--- src/design/aci_pkg.sv ---
// ----------------------------------------------------------------------------
// aci_pkg
// Shared types, constants and arithmetic helpers of the antiperiodic cubic
// interpolator.
// ----------------------------------------------------------------------------
package aci_pkg;

  localparam int unsigned WORD_W    = 32;
  localparam int unsigned CFG_W     = 31;
  localparam int unsigned TAU_W     = 32;
  localparam int unsigned LINE_W    = 4;
  localparam int unsigned SLICE_W   = 6;
  localparam int unsigned SEL_W     = 2;
  localparam int unsigned UT_W      = 31;
  localparam int unsigned SCALED_W  = 62;
  localparam int unsigned FRAC_W    = 32;
  localparam int unsigned D_W       = 33;
  localparam int unsigned PROD_W    = 66;
  localparam int unsigned NUM_COEFS = 4;
  localparam int unsigned ADDR_W_CFG = 3;

  localparam logic [CFG_W-1:0] BETA_RESET = 31'd655360;
  localparam logic [CFG_W-1:0] SPB_RESET  = 31'd419430;

  localparam logic REG_BETA = 1'b0;
  localparam logic REG_SPB  = 1'b1;

  localparam logic [D_W-1:0] D_ONE = {1'b1, {FRAC_W{1'b0}}};

  localparam logic signed [PROD_W-1:0] ROUND_HALF =
    {{(PROD_W-FRAC_W){1'b0}}, 1'b1, {(FRAC_W-1){1'b0}}};
  localparam logic signed [PROD_W-1:0] SAT_HI =
    {{(PROD_W-WORD_W+1){1'b0}}, {(WORD_W-1){1'b1}}};
  localparam logic signed [PROD_W-1:0] SAT_LO =
    {{(PROD_W-WORD_W+1){1'b1}}, {(WORD_W-1){1'b0}}};

  typedef enum logic [1:0] {
    CMD_EVAL       = 2'd0,
    CMD_LOAD_COEFF = 2'd1,
    CMD_LOAD_ZERO  = 2'd2,
    CMD_NONE       = 2'd3
  } cmd_t;

  typedef struct packed {
    logic [CFG_W-1:0] beta;
    logic [CFG_W-1:0] spb;
  } cfg_t;

  typedef struct packed {
    cmd_t               cmd;
    logic [LINE_W-1:0]  line;
    logic [SLICE_W-1:0] slice;
    logic [SEL_W-1:0]   sel;
    logic [WORD_W-1:0]  value;
  } req_t;

  typedef struct packed {
    logic              valid;
    logic              is_eval;
    logic              err;
    logic              neg;
    logic              zero;
    logic              line_ok;
    logic [WORD_W-1:0] zval;
  } meta_t;

  typedef struct packed {
    logic signed [WORD_W-1:0] c3;
    logic signed [WORD_W-1:0] c2;
    logic signed [WORD_W-1:0] c1;
    logic signed [WORD_W-1:0] c0;
  } coefs_t;

  function automatic logic signed [WORD_W-1:0] sat_word(input logic signed [PROD_W-1:0] v);
    logic signed [PROD_W-1:0] r;
    r = v;
    if (v > SAT_HI) begin
      r = SAT_HI;
    end else if (v < SAT_LO) begin
      r = SAT_LO;
    end
    return r[WORD_W-1:0];
  endfunction

endpackage

--- src/design/aci_cfg_regs.sv ---
// ----------------------------------------------------------------------------
// aci_cfg_regs
// Configuration registers behind the APB-style port: beta and slices per beta.
// ----------------------------------------------------------------------------
module aci_cfg_regs (
  input  logic                           clk,
  input  logic                           rst_n,
  input  logic                           psel,
  input  logic                           penable,
  input  logic                           pwrite,
  input  logic [aci_pkg::ADDR_W_CFG-1:0] paddr,
  input  logic [31:0]                    pwdata,
  output logic [31:0]                    prdata,
  output logic                           pready,
  output aci_pkg::cfg_t                  cfg
);

  logic [aci_pkg::CFG_W-1:0] beta_r;
  logic [aci_pkg::CFG_W-1:0] spb_r;
  logic                      reg_idx;
  logic                      wr_en;

  assign reg_idx = paddr[2];
  assign wr_en   = psel & penable & pwrite & pready;
  assign pready  = 1'b1;

  always_ff @(posedge clk) begin
    if (!rst_n) begin
      beta_r <= aci_pkg::BETA_RESET;
      spb_r  <= aci_pkg::SPB_RESET;
    end else if (wr_en) begin
      if (reg_idx == aci_pkg::REG_BETA) begin
        beta_r <= pwdata[aci_pkg::CFG_W-1:0];
      end else begin
        spb_r <= pwdata[aci_pkg::CFG_W-1:0];
      end
    end
  end

  always_comb begin
    unique case (reg_idx)
      aci_pkg::REG_BETA: prdata = {1'b0, beta_r};
      aci_pkg::REG_SPB:  prdata = {1'b0, spb_r};
      default:           prdata = '0;
    endcase
  end

  assign cfg.beta = beta_r;
  assign cfg.spb  = spb_r;

endmodule

--- config.mk ---
export PLATFORM = sky130hd
export DESIGN_NAME = aci_cfg_regs
export DESIGN_NICKNAME = d
export VERILOG_FILES = /design/src/design/aci_pkg.sv /design/src/design/aci_cfg_regs.sv
export SDC_FILE = /design/constraint.sdc
export NUM_CORES = 1
export LEC_CHECK = 0
export BUFFER_PORTS_ARGS = -buffer_cell sky130_fd_sc_hd__clkbuf_2
export CORE_ASPECT_RATIO = 0.5
export CORE_MARGIN = 2
export CORE_UTILIZATION = 46
export CTS_CLUSTER_DIAMETER = 60
export DETAILED_ROUTE_END_ITERATION = 16
export PLACE_DENSITY_LB_ADDON = 0.15
export SLEW_MARGIN = 15
export SYNTH_ARGS = -nofsm -noshare
export SYNTH_HDL_FRONTEND = slang
export SYNTH_SLANG_ARGS = --single-unit
--- constraint.sdc ---
create_clock -name clk -period 1.3 [get_ports clk]
set_input_delay 0.065 -clock clk [delete_from_list [all_inputs] [get_ports clk]]
set_output_delay 0.065 -clock clk [all_outputs]
set_load 0.01 [all_outputs]
== After elaboration in Yosys (flattened, before gate mapping) ==
Cells that the tools add are included.

* Flip-flop bits (word level): 62
* Input port bits: 40

* Muxes and demuxes: 1
* Bitwise logic cells: 3
* Reduce and logical (&&, ||, !) cells: 2

{| class="wikitable"
|+ Operator list
! operator !! number
|-
| one-hot mux 32 bit (2 select lines) || 1
|-
| AND reduction 2 bit || 2
|-
| bitwise AND 1 bit || 2
|-
| inverter 1 bit || 1
|}

== Longest topological paths before layout ==
* Depth after elaboration: 3
* Mapped depth: 5

== Worst setup path after synthesis ==
OpenSTA, ideal clock, no wires.

* Path kind: input -> register
* Start: input paddr[2] (netlist bit)
* End: register beta_r[25] (netlist bit)
* Setup time: 72 ps
* Arrival time: 868 ps
* Data required time: 1228 ps
* Path slack: 361 ps
* Cell stages on the path: 5
* Buffers on the path: 3
* Path through: buf_4 > and4b_1 > buf_6 > buf_12 > mux2i_1

* Longest elaborated chain between the ends: 2

{| class="wikitable"
|+ RTL lines
! item !! RTL line !! RTL
|-
| start, declared || aci_cfg_regs.sv:11 || <nowiki>input logic [aci_pkg::ADDR_W_CFG-1:0] paddr,</nowiki>
|-
| inverter 1 bit || -- ||
|-
| AND reduction 2 bit (no source line) || -- ||
|-
| end signal, assigned || aci_cfg_regs.sv:29 || <nowiki>beta_r <= aci_pkg::BETA_RESET;</nowiki>
|-
| end signal, assigned || aci_cfg_regs.sv:33 || <nowiki>beta_r <= pwdata[aci_pkg::CFG_W-1:0];</nowiki>
|-
| end, declared || aci_cfg_regs.sv:18 || <nowiki>logic [aci_pkg::CFG_W-1:0] beta_r;</nowiki>
|}

No other way between the ends.
A chain may end at the register's enable or synchronous reset.

== Worst setup path in the final report ==
* Start: register spb_r[18] (netlist bit)
* End: output prdata[18]

* Longest elaborated chain between the ends: 1

{| class="wikitable"
|+ RTL lines
! item !! RTL line !! RTL
|-
| start, declared || aci_cfg_regs.sv:19 || <nowiki>logic [aci_pkg::CFG_W-1:0] spb_r;</nowiki>
|-
| start signal, assigned || aci_cfg_regs.sv:30 || <nowiki>spb_r <= aci_pkg::SPB_RESET;</nowiki>
|-
| start signal, assigned || aci_cfg_regs.sv:35 || <nowiki>spb_r <= pwdata[aci_pkg::CFG_W-1:0];</nowiki>
|-
| one-hot mux 32 bit (2 select lines) || aci_cfg_regs.sv:41 || <nowiki>unique case (reg_idx)</nowiki>
|-
| end, declared || aci_cfg_regs.sv:13 || <nowiki>output logic [31:0] prdata,</nowiki>
|}

No other way between the ends. The select of a mux whose other input is x is not followed.

==> metrics <==
outcome=finished, final reports clean; die width=roughly 120 um; Syn Inst Count=roughly 290; Unique masters post-synth=15; # resized after CTS=0; worst skew pair latency=roughly 0.32 ns; met1 GRT Util=21.1%; layout cells sized above 1=between 40 and 50%; Syn-to-layout area delta=38.0%; CP max FO=3; sequential share of the synthesized area=between 40 and 50%; Tmin final=around 1.1 ns; Logic pwr share=between 10% and 20%; Worst EP required=approximately 1.2 ns; num rows=20; HPWL after DPL=4550 um; Initial DRC Count=59; Switch Pwr=slightly above 1 mW; final worst setup slack=0.202 ns; Routed WL per cell=12.5 um; P_leak=roughly 1.9 nW; clock skew=0 ns; Hold Fails Final Rpt=0; vias per cell=about 4.7; Num CTS Buffers=9; CTS tree=built; worst hold path endpoint=spb_r[7]$_SDFFE_PN0P_; final RePlAce weighted congestion=between 0.6 and 0.7; largest net degree at the start of global routing=~100; Hold Crit Depth=3; Multi-input gate area=1450 sq um; I/O pins=between 100 and 150; netlist area before placement=roughly 2900 sq um; setup TNS=0 ns; VDD IR max=between 0.6 and 0.7 mV; Worst R2R Path Depth=2; hold_ws=between 0.005 and 0.006 ns; vias in the first global route=2,324; Design Power=between 4 and 5 mW; kind of start point of the critical path=flip-flop; I/O Buffers=approximately 130; crit path DAT=approximately 1.0 ns; Clock Power Share=a little under half; register area=1240 sq um; Mapped Avg Cell Area=roughly 10 sq um; clk slew on worst S/H paths=0.05 ns; H-tree Lvls=3; number of remaining DRC errors=0; core area=a little over 6000 sq um; fmax=911 MHz; #FFs+latches synth=slightly above 60; Setup Crit Path Kind=flip-flop to output pin; Initial Utilization=approximately 47%; FILL cells=513; nets=roughly 470; Seq pwr share=a little over two fifths; r2r setup slk=roughly 0.65 ns; worst hold start=pwdata[7]; Root Driver=clkbuf_16; Routed WL=around 6500 um; dpl ws=around 0.19 ns; min-delay worst type=primary input to flip-flop; GRT met3 Usage=5.78%; Crit. End Element=output pin; Final Max Tran Viols=0; Die H=around 60 um; first-pass GRT wire length=just over 10,000 um; total grt overflow=0; final non-filler cell area=3970 sq um; cell-internal power=3.61 mW; GR Util met2=between 30 and 40%; Post-DP Area=3550 sq um; GRT Util Overall=19.2%; Max-Cap Viols=0; pwr dens=about 1200 nW/um^2; Antenna Cells=0; Most Used Layer, Global Route=met2; die area=6930 sq um; worst r2r src=beta_r[17]$_SDFFE_PN1P_; Syn. warnings=0; reg-to-reg endpoint=beta_r[17]$_SDFFE_PN1P_; initial antenna violation count=0; net count after synthesis=~330; CTS Buffer Depth=2; final setup vio count=0; via count=2,447; fin crit share=a little over four fifths; first-pass detailed-route iteration total=4; CTS sink cnt=62; Sw Ratio=~22%; RSZ-0062 raised after global routing=no; number of routed nets with antenna violations=0
## cells by family after synthesis
family / count (synthesis) / share of synthesized area (%)
other: 2 / 0.261
multiplexers: 93 / 33.7
buffers and inverters: 24 / 6.27
AND/OR/NAND/NOR: 106 / 16.5
flip-flops: 62 / 43.2
## placed cells by master, fill, tap and decap left out
cell type and n:
clkbuf_8 3, buf_4 8, mux2_2 31, clkbuf_16 9
mux2i_1 62, and4_1 1, and4b_2 1, clkbuf_1 1
clkbuf_2 129, dlygate4sd3_1 14, nand2_1 80, nand4_2 1
dfxtp_1 62, conb_1 2, nor2b_1 23, clkinv_2 1
buf_12 2
## power groups by stage
stage	logic, mW	registers, mW	clock network [mW]
6_report	0.477	1.98	2.18
5_1_grt	0.520	1.98	2.31
4_1_cts	0.482	1.98	2.23
3_5_place_dp	0.446	2.01	0
3_3_place_gp	0.432	2.01	0
2_1_floorplan	0.263	2.03	0
## flip-flops by register name, summed over array words and instances, names as in the netlist
| name | count |
|---|---|
| beta_r | 31 |
| spb_r | 31 |
## cells in the mapped netlist
cell type	count	share of area (%)
and4_1	1	0.30
and4b_1	1	0.35
buf_1	1	0.13
buf_12	3	2.1
buf_2	6	1.0
buf_4	5	1.3
buf_6	2	0.78
clkbuf_1	7	0.91
conb_1	2	0.26
dfxtp_1	62	43
mux2_2	31	12
mux2i_1	62	22
nand2_1	80	10
nand4_2	1	0.44
nor2b_1	23	5.0
## metrics by stage
stage / util [%] / std cells
floorplan: - / 287
global placement: 58.6 / 490
detailed placement: 58.6 / 490
CTS: 65.5 / 518
global route: 65.5 / 518
finish: 65.5 / 518
## cell type report
cell class                 instances  share of cell area, %
clock buffer                      13                   6.81
clock inverter                     1                  0.126
multi-input combinational        201                   36.7
sequential                        62                   31.3
tap                               88                   2.78
timing repair buffer             153                   22.3
## worst max-delay path by stage
| stage | startpoint | end | slack [ns] | cells past startpoint |
|---|---|---|---|---|
| floorplan | paddr[2] | beta_r[25]$_SDFFE_PN0P_ | 0.36 | 5 |
| global placement | paddr[2] | beta_r[14]$_SDFFE_PN0P_ | 0.25 | 4 |
| detailed placement | paddr[2] | beta_r[17]$_SDFFE_PN1P_ | 0.19 | 4 |
| CTS | spb_r[24]$_SDFFE_PN0P_ | prdata[24] | 0.19 | 2 |
| global route | spb_r[24]$_SDFFE_PN0P_ | prdata[24] | 0.16 | 2 |
| finish | spb_r[18]$_SDFFE_PN1P_ | prdata[18] | 0.20 | 2 |
## critical path: stages (launching register included)
cell and delay, ns:
dfxtp_1 0.33, mux2_2 0.26, clkbuf_2 0.13
## repair_timing
item	4_1_cts	5_1_grt
setup buffers	0	0
endpoints found under the hold margin	16	0
hold buffers	14	0
## metal layers
layer  routed length [um]  part of all wire [%]
met1                 2770                    43
met2                 3300                    51
met3                  379                   5.8
met4                   33                  0.51
met5                    0                     0
Power figures use the tool's default switching activity.
