<file path="src/design/aci_pkg.sv">
// ----------------------------------------------------------------------------
// aci_pkg
// Shared types, constants and arithmetic helpers of the antiperiodic cubic
// interpolator.
// ----------------------------------------------------------------------------
package aci_pkg;

  localparam int unsigned WORD_W    = 32;
  localparam int unsigned CFG_W     = 31;
  localparam int unsigned TAU_W     = 32;
  localparam int unsigned LINE_W    = 4;
  localparam int unsigned SLICE_W   = 6;
  localparam int unsigned SEL_W     = 2;
  localparam int unsigned UT_W      = 31;
  localparam int unsigned SCALED_W  = 62;
  localparam int unsigned FRAC_W    = 32;
  localparam int unsigned D_W       = 33;
  localparam int unsigned PROD_W    = 66;
  localparam int unsigned NUM_COEFS = 4;
  localparam int unsigned ADDR_W_CFG = 3;

  localparam logic [CFG_W-1:0] BETA_RESET = 31'd655360;
  localparam logic [CFG_W-1:0] SPB_RESET  = 31'd419430;

  localparam logic REG_BETA = 1'b0;
  localparam logic REG_SPB  = 1'b1;

  localparam logic [D_W-1:0] D_ONE = {1'b1, {FRAC_W{1'b0}}};

  localparam logic signed [PROD_W-1:0] ROUND_HALF =
    {{(PROD_W-FRAC_W){1'b0}}, 1'b1, {(FRAC_W-1){1'b0}}};
  localparam logic signed [PROD_W-1:0] SAT_HI =
    {{(PROD_W-WORD_W+1){1'b0}}, {(WORD_W-1){1'b1}}};
  localparam logic signed [PROD_W-1:0] SAT_LO =
    {{(PROD_W-WORD_W+1){1'b1}}, {(WORD_W-1){1'b0}}};

  typedef enum logic [1:0] {
    CMD_EVAL       = 2'd0,
    CMD_LOAD_COEFF = 2'd1,
    CMD_LOAD_ZERO  = 2'd2,
    CMD_NONE       = 2'd3
  } cmd_t;

  typedef struct packed {
    logic [CFG_W-1:0] beta;
    logic [CFG_W-1:0] spb;
  } cfg_t;

  typedef struct packed {
    cmd_t               cmd;
    logic [LINE_W-1:0]  line;
    logic [SLICE_W-1:0] slice;
    logic [SEL_W-1:0]   sel;
    logic [WORD_W-1:0]  value;
  } req_t;

  typedef struct packed {
    logic              valid;
    logic              is_eval;
    logic              err;
    logic              neg;
    logic              zero;
    logic              line_ok;
    logic [WORD_W-1:0] zval;
  } meta_t;

  typedef struct packed {
    logic signed [WORD_W-1:0] c3;
    logic signed [WORD_W-1:0] c2;
    logic signed [WORD_W-1:0] c1;
    logic signed [WORD_W-1:0] c0;
  } coefs_t;

  function automatic logic signed [WORD_W-1:0] sat_word(input logic signed [PROD_W-1:0] v);
    logic signed [PROD_W-1:0] r;
    r = v;
    if (v > SAT_HI) begin
      r = SAT_HI;
    end else if (v < SAT_LO) begin
      r = SAT_LO;
    end
    return r[WORD_W-1:0];
  endfunction

endpackage

</file>
<file path="src/design/aci_front.sv">
// ----------------------------------------------------------------------------
// aci_front
// Front stages: request capture, range check with antiperiodic shift, and
// scaling of tau by slices per beta.
// ----------------------------------------------------------------------------
module aci_front #(
  parameter int unsigned NUM_LINES = 16
) (
  input  logic                             clk,
  input  logic                             rst_n,
  input  logic                             en,
  input  logic                             in_fire,
  input  aci_pkg::req_t                    in_req,
  input  logic [aci_pkg::TAU_W-1:0]        in_tau,
  input  aci_pkg::cfg_t                    cfg,
  output aci_pkg::meta_t                   f2_meta,
  output aci_pkg::req_t                    f2_req,
  output logic [aci_pkg::SCALED_W-1:0]     f2_scaled
);

  logic                          f0_valid_r;
  aci_pkg::req_t                 f0_req_r;
  logic [aci_pkg::TAU_W-1:0]     f0_tau_r;

  aci_pkg::meta_t                f1_meta_r;
  aci_pkg::meta_t                f1_meta_nxt;
  aci_pkg::req_t                 f1_req_r;
  logic [aci_pkg::UT_W-1:0]      f1_ut_r;
  logic [aci_pkg::UT_W-1:0]      f1_ut_nxt;

  aci_pkg::meta_t                f2_meta_r;
  aci_pkg::req_t                 f2_req_r;
  logic [aci_pkg::SCALED_W-1:0]  f2_scaled_r;
  logic [aci_pkg::SCALED_W-1:0]  f2_scaled_nxt;

  logic signed [aci_pkg::TAU_W:0] t_ext;
  logic signed [aci_pkg::TAU_W:0] b_ext;
  logic signed [aci_pkg::TAU_W:0] shifted;

  always_comb begin
    t_ext   = {f0_tau_r[aci_pkg::TAU_W-1], f0_tau_r};
    b_ext   = {2'b00, cfg.beta};
    shifted = t_ext + b_ext;

    f1_meta_nxt         = '0;
    f1_meta_nxt.valid   = f0_valid_r;
    f1_meta_nxt.is_eval = (f0_req_r.cmd == aci_pkg::CMD_EVAL);
    f1_meta_nxt.err     = (t_ext > b_ext) || (t_ext < -b_ext);
    f1_meta_nxt.neg     = f0_tau_r[aci_pkg::TAU_W-1];
    f1_meta_nxt.zero    = (f0_tau_r == '0);
    f1_meta_nxt.line_ok = (32'(f0_req_r.line) < 32'(NUM_LINES));
    f1_ut_nxt = f1_meta_nxt.neg ? shifted[aci_pkg::UT_W-1:0]
                                : f0_tau_r[aci_pkg::UT_W-1:0];
  end

  assign f2_scaled_nxt = f1_ut_r * cfg.spb;

  always_ff @(posedge clk) begin
    if (!rst_n) begin
      f0_valid_r      <= 1'b0;
      f1_meta_r.valid <= 1'b0;
      f2_meta_r.valid <= 1'b0;
    end else if (en) begin
      f0_valid_r  <= in_fire;
      f0_req_r    <= in_req;
      f0_tau_r    <= in_tau;
      f1_meta_r   <= f1_meta_nxt;
      f1_req_r    <= f0_req_r;
      f1_ut_r     <= f1_ut_nxt;
      f2_meta_r   <= f1_meta_r;
      f2_req_r    <= f1_req_r;
      f2_scaled_r <= f2_scaled_nxt;
    end
  end

  assign f2_meta   = f2_meta_r;
  assign f2_req    = f2_req_r;
  assign f2_scaled = f2_scaled_r;

endmodule

</file>
<file path="config.mk">
export PLATFORM = sky130hd
export DESIGN_NAME = aci_front
export DESIGN_NICKNAME = d
export VERILOG_FILES = /design/src/design/aci_pkg.sv /design/src/design/aci_front.sv
export SDC_FILE = /design/constraint.sdc
export NUM_CORES = 2
export LEC_CHECK = 0
export BUFFER_PORTS_ARGS = -buffer_cell sky130_fd_sc_hd__buf_4
export CORE_UTILIZATION = 40
export DETAILED_ROUTE_END_ITERATION = 10
export PLACE_DENSITY_LB_ADDON = 0.05
export SLEW_MARGIN = 20
export SYNTH_ARGS = -nofsm -noshare
export SYNTH_HDL_FRONTEND = slang
export SYNTH_SLANG_ARGS = --single-unit
</file>
<file path="constraint.sdc">
create_clock -name clk -period 11.3 [get_ports clk]
set_input_delay 0.565 -clock clk [delete_from_list [all_inputs] [get_ports clk]]
set_output_delay 0.565 -clock clk [all_outputs]
set_load 0.01 [all_outputs]
</file>
# Word level (Yosys, flattened, before mapping)
# Cells that the tools add are included.
# classes
add_sub_neg	2
reduce_logical	4
mux	1
n_mul	1
magnitude_cmp	2
# ops
op	count
$mul A31 B31 Y62	1
$lt A32 B33 Y1	1
$neg A31 Y33	1
$gt A32 B32 Y1	1
$logic_not A32 Y1	1
$add A31 B31 Y31	1
$mux W31	1
$logic_not A2 Y1	1
$reduce_and A2 Y1	1
$logic_or A1 B1 Y1	1
# word_totals
register_bits	274
inputBits	144
wordCells	39

# Logic depth before layout (Yosys ltp)
# logic_depth
word_depth	3
mapped_depth	27
depth_no_buf	25

# Worst setup path before layout
# Ideal clock, no wire load.
# synth_path
kind	input to register
startpoint	input port en
endpoint	register f0_req_r[0] in the netlist's numbering (enable)
arrival_time_ps	6685
slack_ps	3950
setup_ps	665
cell_stages	1
path_buffers	0
path_cell_list	and2_1
# synth_via
elab_chain_cells	1
# synth_rtl
item	line	rtl
start: declaration	aci_front.sv:11	input logic en,
$reduce_and A2 Y1 (no source line)	n/a	
end signal: assignment	aci_front.sv:65	f0_req_r <= in_req;
end: declaration	aci_front.sv:22	aci_pkg::req_t f0_req_r;
# No other way between the ends.
# A chain may end at the register's enable or synchronous reset.

# Worst setup path after layout
# layout_path
startpoint	register f1_ut_r[9] in the netlist's numbering
endpoint	register f2_scaled_r, in the netlist f2_scaled[53] (data pin)
# layout_via
elab_chain_cells	1
# layout_rtl
item	line	rtl
start: declaration	aci_front.sv:28	logic [aci_pkg::UT_W-1:0] f1_ut_r;
start signal: assignment	aci_front.sv:69	f1_ut_r <= f1_ut_nxt;
$mul A31 B31 Y62	aci_front.sv:56	assign f2_scaled_nxt = f1_ut_r * cfg.spb;
via f2_scaled_nxt (one bit)	aci_front.sv:34	logic [aci_pkg::SCALED_W-1:0] f2_scaled_nxt;
end signal: assignment	aci_front.sv:72	f2_scaled_r <= f2_scaled_nxt;
end: declaration	aci_front.sv:33	logic [aci_pkg::SCALED_W-1:0] f2_scaled_r;
# The timed path passes the listed nets, and every way through them passes these cells.

==> impl_results.md <==
* Setup repair after global routing missed its margin: false
* Setup bufs post-CTS at 0
* Number of synthesized register bits at 274
* Final worst clock skew at 0.0434 ns
* Die outline width at 333 um
* Yosys warnings at 0
* Synth Flop Type: sky130_fd_sc_hd__edfxtp_1
* Maximum buffer depth of the clock tree at 3
* Final number of hold-violating endpoints at 0
* Post-route ant nets at 0
* Remaining global-route overflow at 0
* Number of buffers inserted during clock tree synthesis at 35
* Layout Utilization at 44.5%
* Worst slack after detailed placement at 3.11 ns
* Final weighted congestion in routability-driven placement at 0.857
* Synthesized instance count at 4376
* Initial Util at 40.6%
* Proportion of synthesized flip-flops having asynchronous set or reset at 0%
* Worst setup path class: flip-flop to flip-flop
* Number of synthesized flops with an enable pin at 271
* Class of the tightest hold or removal check: input port to flip-flop
* Mean instance size in the synthesized netlist at 9.99 sq um
* Highest-count cells in the layout ignoring fill and taps: 847 x sky130_fd_sc_hd__inv_1, 838 x sky130_fd_sc_hd__fa_1, 522 x sky130_fd_sc_hd__and2_1
* Maximum achievable frequency at 0.122 GHz
* Top cells by area in the synthesized netlist: sky130_fd_sc_hd__fa_1 38%, sky130_fd_sc_hd__edfxtp_1 19%, sky130_fd_sc_hd__ha_1 10%, sky130_fd_sc_hd__and2_1 7.5%, sky130_fd_sc_hd__inv_1 7.3%
* Worst max-slew margin expressed relative to the limit at 31.7%
* Crit end category: flip-flop
* Count of final max-slew check failures at 0
* Status: completed
* Reg area at 8200 sq um
* Number of ports placed on the die boundary at 290
* Share of cells above drive strength 1 at 8.15%
* Top-area cell type share of the netlist area at 38.4%
* Number of antenna violations at the first check in global routing at 18
* Detailed placement HPWL at 96700 um
* WL final at 128000 um
* Chip height at 333 um
* Area delta synth->final at 9.53%
* Critical-path maximum fanout at 19
* Vias after detailed routing at 30100
* Post-route clock period utilization at 72.5%
* Area of the core at 108000 sq um
* CP Data Required Time at 11.64 ns
* Hold bufs inserted after CTS at 0
* Pin count of the biggest net entering global routing at 72
* Floorplan die area at 111000 sq um
* Deepest level of the CTS H-tree at 2
* Overall fraction of global-route tracks in use at 23.7%
* Cell at the root of the clock tree: sky130_fd_sc_hd__clkbuf_16
* Per-cell routed wire length at 21.7 um
* Placement Rows at 120
* Number of filler cells placed in the layout at 10600
* Most frequent standard cell in the layout excluding fill and tap cells: sky130_fd_sc_hd__inv_1
* Clock sinks at 274
* Multi-input combinational cell area at 31400 sq um
* Post-Route Setup TNS at 0 ns
* Cell type contributing the most total cell area after synthesis: sky130_fd_sc_hd__fa_1
* Crit path arrival time at 8.53 ns
* Final-report setup violation count at 0
* PnR worst setup slack at 3.11 ns
* Vias in the first global route at 32000
* TritonCTS clock tree: built
* Final layout net count at 5819
* Clock insertion delay at the later pin of the skew report at 0.62 ns
* Setup slack of the most critical reg-to-reg path at 3.11 ns
* Number of design-rule violations left by the first detailed-router iteration at 2008
* Clock Pin Slew Worst Setup and Hold Paths at 0.06 ns
* Netlist cell types at 70
* Kind of start point of the critical path: flip-flop
* Post-Syn Area at 43700 sq um
* Global-route wire length before repair at 197000 um
* Number of iterations in the first detailed-routing pass at 6
* Reported max-cap violation count at 0
* Number of buffer cells added on primary ports at 256
* Slew at the pin closest to its max-slew limit at 1.01 ns
* Number of vias per cell after detailed routing at 5.07
* DRC violation count after routing at 0
* Post-layout min period at 8.19 ns
* Sequential fraction of the synthesis area at 18.8%
* Resize count post-CTS at 0
cells in the mapped netlist (18+ instances only):
master / number
sky130_fd_sc_hd__a211oi_1: 18
sky130_fd_sc_hd__o21ai_0: 60
sky130_fd_sc_hd__fa_1: 838
sky130_fd_sc_hd__nor3_1: 23
sky130_fd_sc_hd__nor4_1: 25
sky130_fd_sc_hd__nor2_1: 118
sky130_fd_sc_hd__xnor2_1: 85
sky130_fd_sc_hd__o21bai_1: 27
sky130_fd_sc_hd__nand2_1: 505
sky130_fd_sc_hd__xor2_1: 26
sky130_fd_sc_hd__edfxtp_1: 271
sky130_fd_sc_hd__and2_1: 523
sky130_fd_sc_hd__a21oi_1: 146
sky130_fd_sc_hd__a21o_1: 47
sky130_fd_sc_hd__ha_1: 349
sky130_fd_sc_hd__nor2b_1: 20
sky130_fd_sc_hd__inv_1: 847
sky130_fd_sc_hd__buf_4: 33
sky130_fd_sc_hd__clkbuf_1: 215
sky130_fd_sc_hd__nand4_1: 29
sky130_fd_sc_hd__nand3_1: 20
critical path, stage by stage (launching register included):
cell	delay [ns]
sky130_fd_sc_hd__edfxtp_1	0.65
sky130_fd_sc_hd__buf_4	0.35
sky130_fd_sc_hd__and2_1	0.19
sky130_fd_sc_hd__fa_1	0.50
sky130_fd_sc_hd__inv_1	0.05
sky130_fd_sc_hd__fa_1	0.53
sky130_fd_sc_hd__inv_1	0.05
sky130_fd_sc_hd__fa_1	0.51
sky130_fd_sc_hd__inv_1	0.06
sky130_fd_sc_hd__fa_1	0.54
sky130_fd_sc_hd__inv_1	0.05
sky130_fd_sc_hd__fa_1	0.49
sky130_fd_sc_hd__fa_1	0.43
sky130_fd_sc_hd__fa_1	0.51
sky130_fd_sc_hd__fa_1	0.44
sky130_fd_sc_hd__ha_1	0.43
sky130_fd_sc_hd__and3_1	0.24
sky130_fd_sc_hd__nand2_1	0.10
sky130_fd_sc_hd__nor4_1	0.07
sky130_fd_sc_hd__a21o_1	0.16
sky130_fd_sc_hd__a311oi_1	0.67
sky130_fd_sc_hd__o21a_1	0.34
sky130_fd_sc_hd__a21oi_1	0.17
sky130_fd_sc_hd__a21bo_2	0.25
sky130_fd_sc_hd__xnor2_1	0.12
final cells by class:
| type | count | share of cell area [%] |
|---|---|---|
| flip-flops and latches | 274 | 17.1 |
| diodes | 9 | 0.0470 |
| well taps | 1403 | 3.67 |
| inverters | 851 | 6.71 |
| multi-input cells | 3032 | 65.5 |
| clock buffers | 46 | 1.96 |
| clock inverters | 18 | 0.389 |
| repair buffers | 294 | 4.61 |
cells by family after synthesis:
| kind of cell | count (synthesis) | share of synthesized area, % |
|---|---|---|
| compound gates | 379 | 5.42 |
| mux | 8 | 0.192 |
| flops | 274 | 18.8 |
| other cells | 2 | 0.0172 |
| buf+inv | 1101 | 9.78 |
| xor+xnor | 111 | 2.22 |
| simple gates | 1314 | 15.2 |
| fa+ha+maj | 1187 | 48.4 |
per-layer routing:
layer | GRT usage (%) | vias to the layer above | share of wire, % | routed length, um
met5 | 0 | - | 0.010 | 13
met4 | 6.79 | 2 | 2.8 | 3560
met3 | 2.96 | 145 | 4.7 | 6010
met2 | 41.0 | 715 | 50 | 64800
met1 | 31.1 | 15600 | 42 | 54000
li1 | - | 13600 | - | -
path summary, 6_finish.rpt:
kind / cells past startpoint / endpoint / startpoint
worst max-delay path: 24 / f2_scaled[53] / f1_ut_r[9]
worst min-delay path: 1 / f0_req_r[37] / in_req[37]
worst max register to register: 24 / f2_scaled[53] / f1_ut_r[9]
worst min register to register: 0 / f2_req[19] / f1_req_r[19]
state kept, by name, summed over array words and instances (netlist names):
| name | count |
|---|---|
| f2_meta | 5 |
| f0_valid_r | 1 |
| f0_tau_r | 32 |
| f0_req_r | 46 |
| f1_req_r | 46 |
| f2_scaled | 62 |
| f2_req | 46 |
| f1_ut_r | 31 |
| f1_meta_r | 5 |
stage by stage:
| step | instances | cell area, sq um | hold slack, ns |
|---|---|---|---|
| finish | 5927 | 47900 | 0.119 |
| global route | 5919 | 47900 | 0.0994 |
| CTS | 5918 | 47900 | 0.0777 |
| detailed placement | 5854 | 46700 | 0.405 |
| global placement | 5854 | 46700 | 0.400 |
| floorplan | 4407 | 43800 | 0.400 |
Power is left out: the tool's default activity adds up to more than one toggle a clock period on the data nets, which glitch-free logic cannot reach.
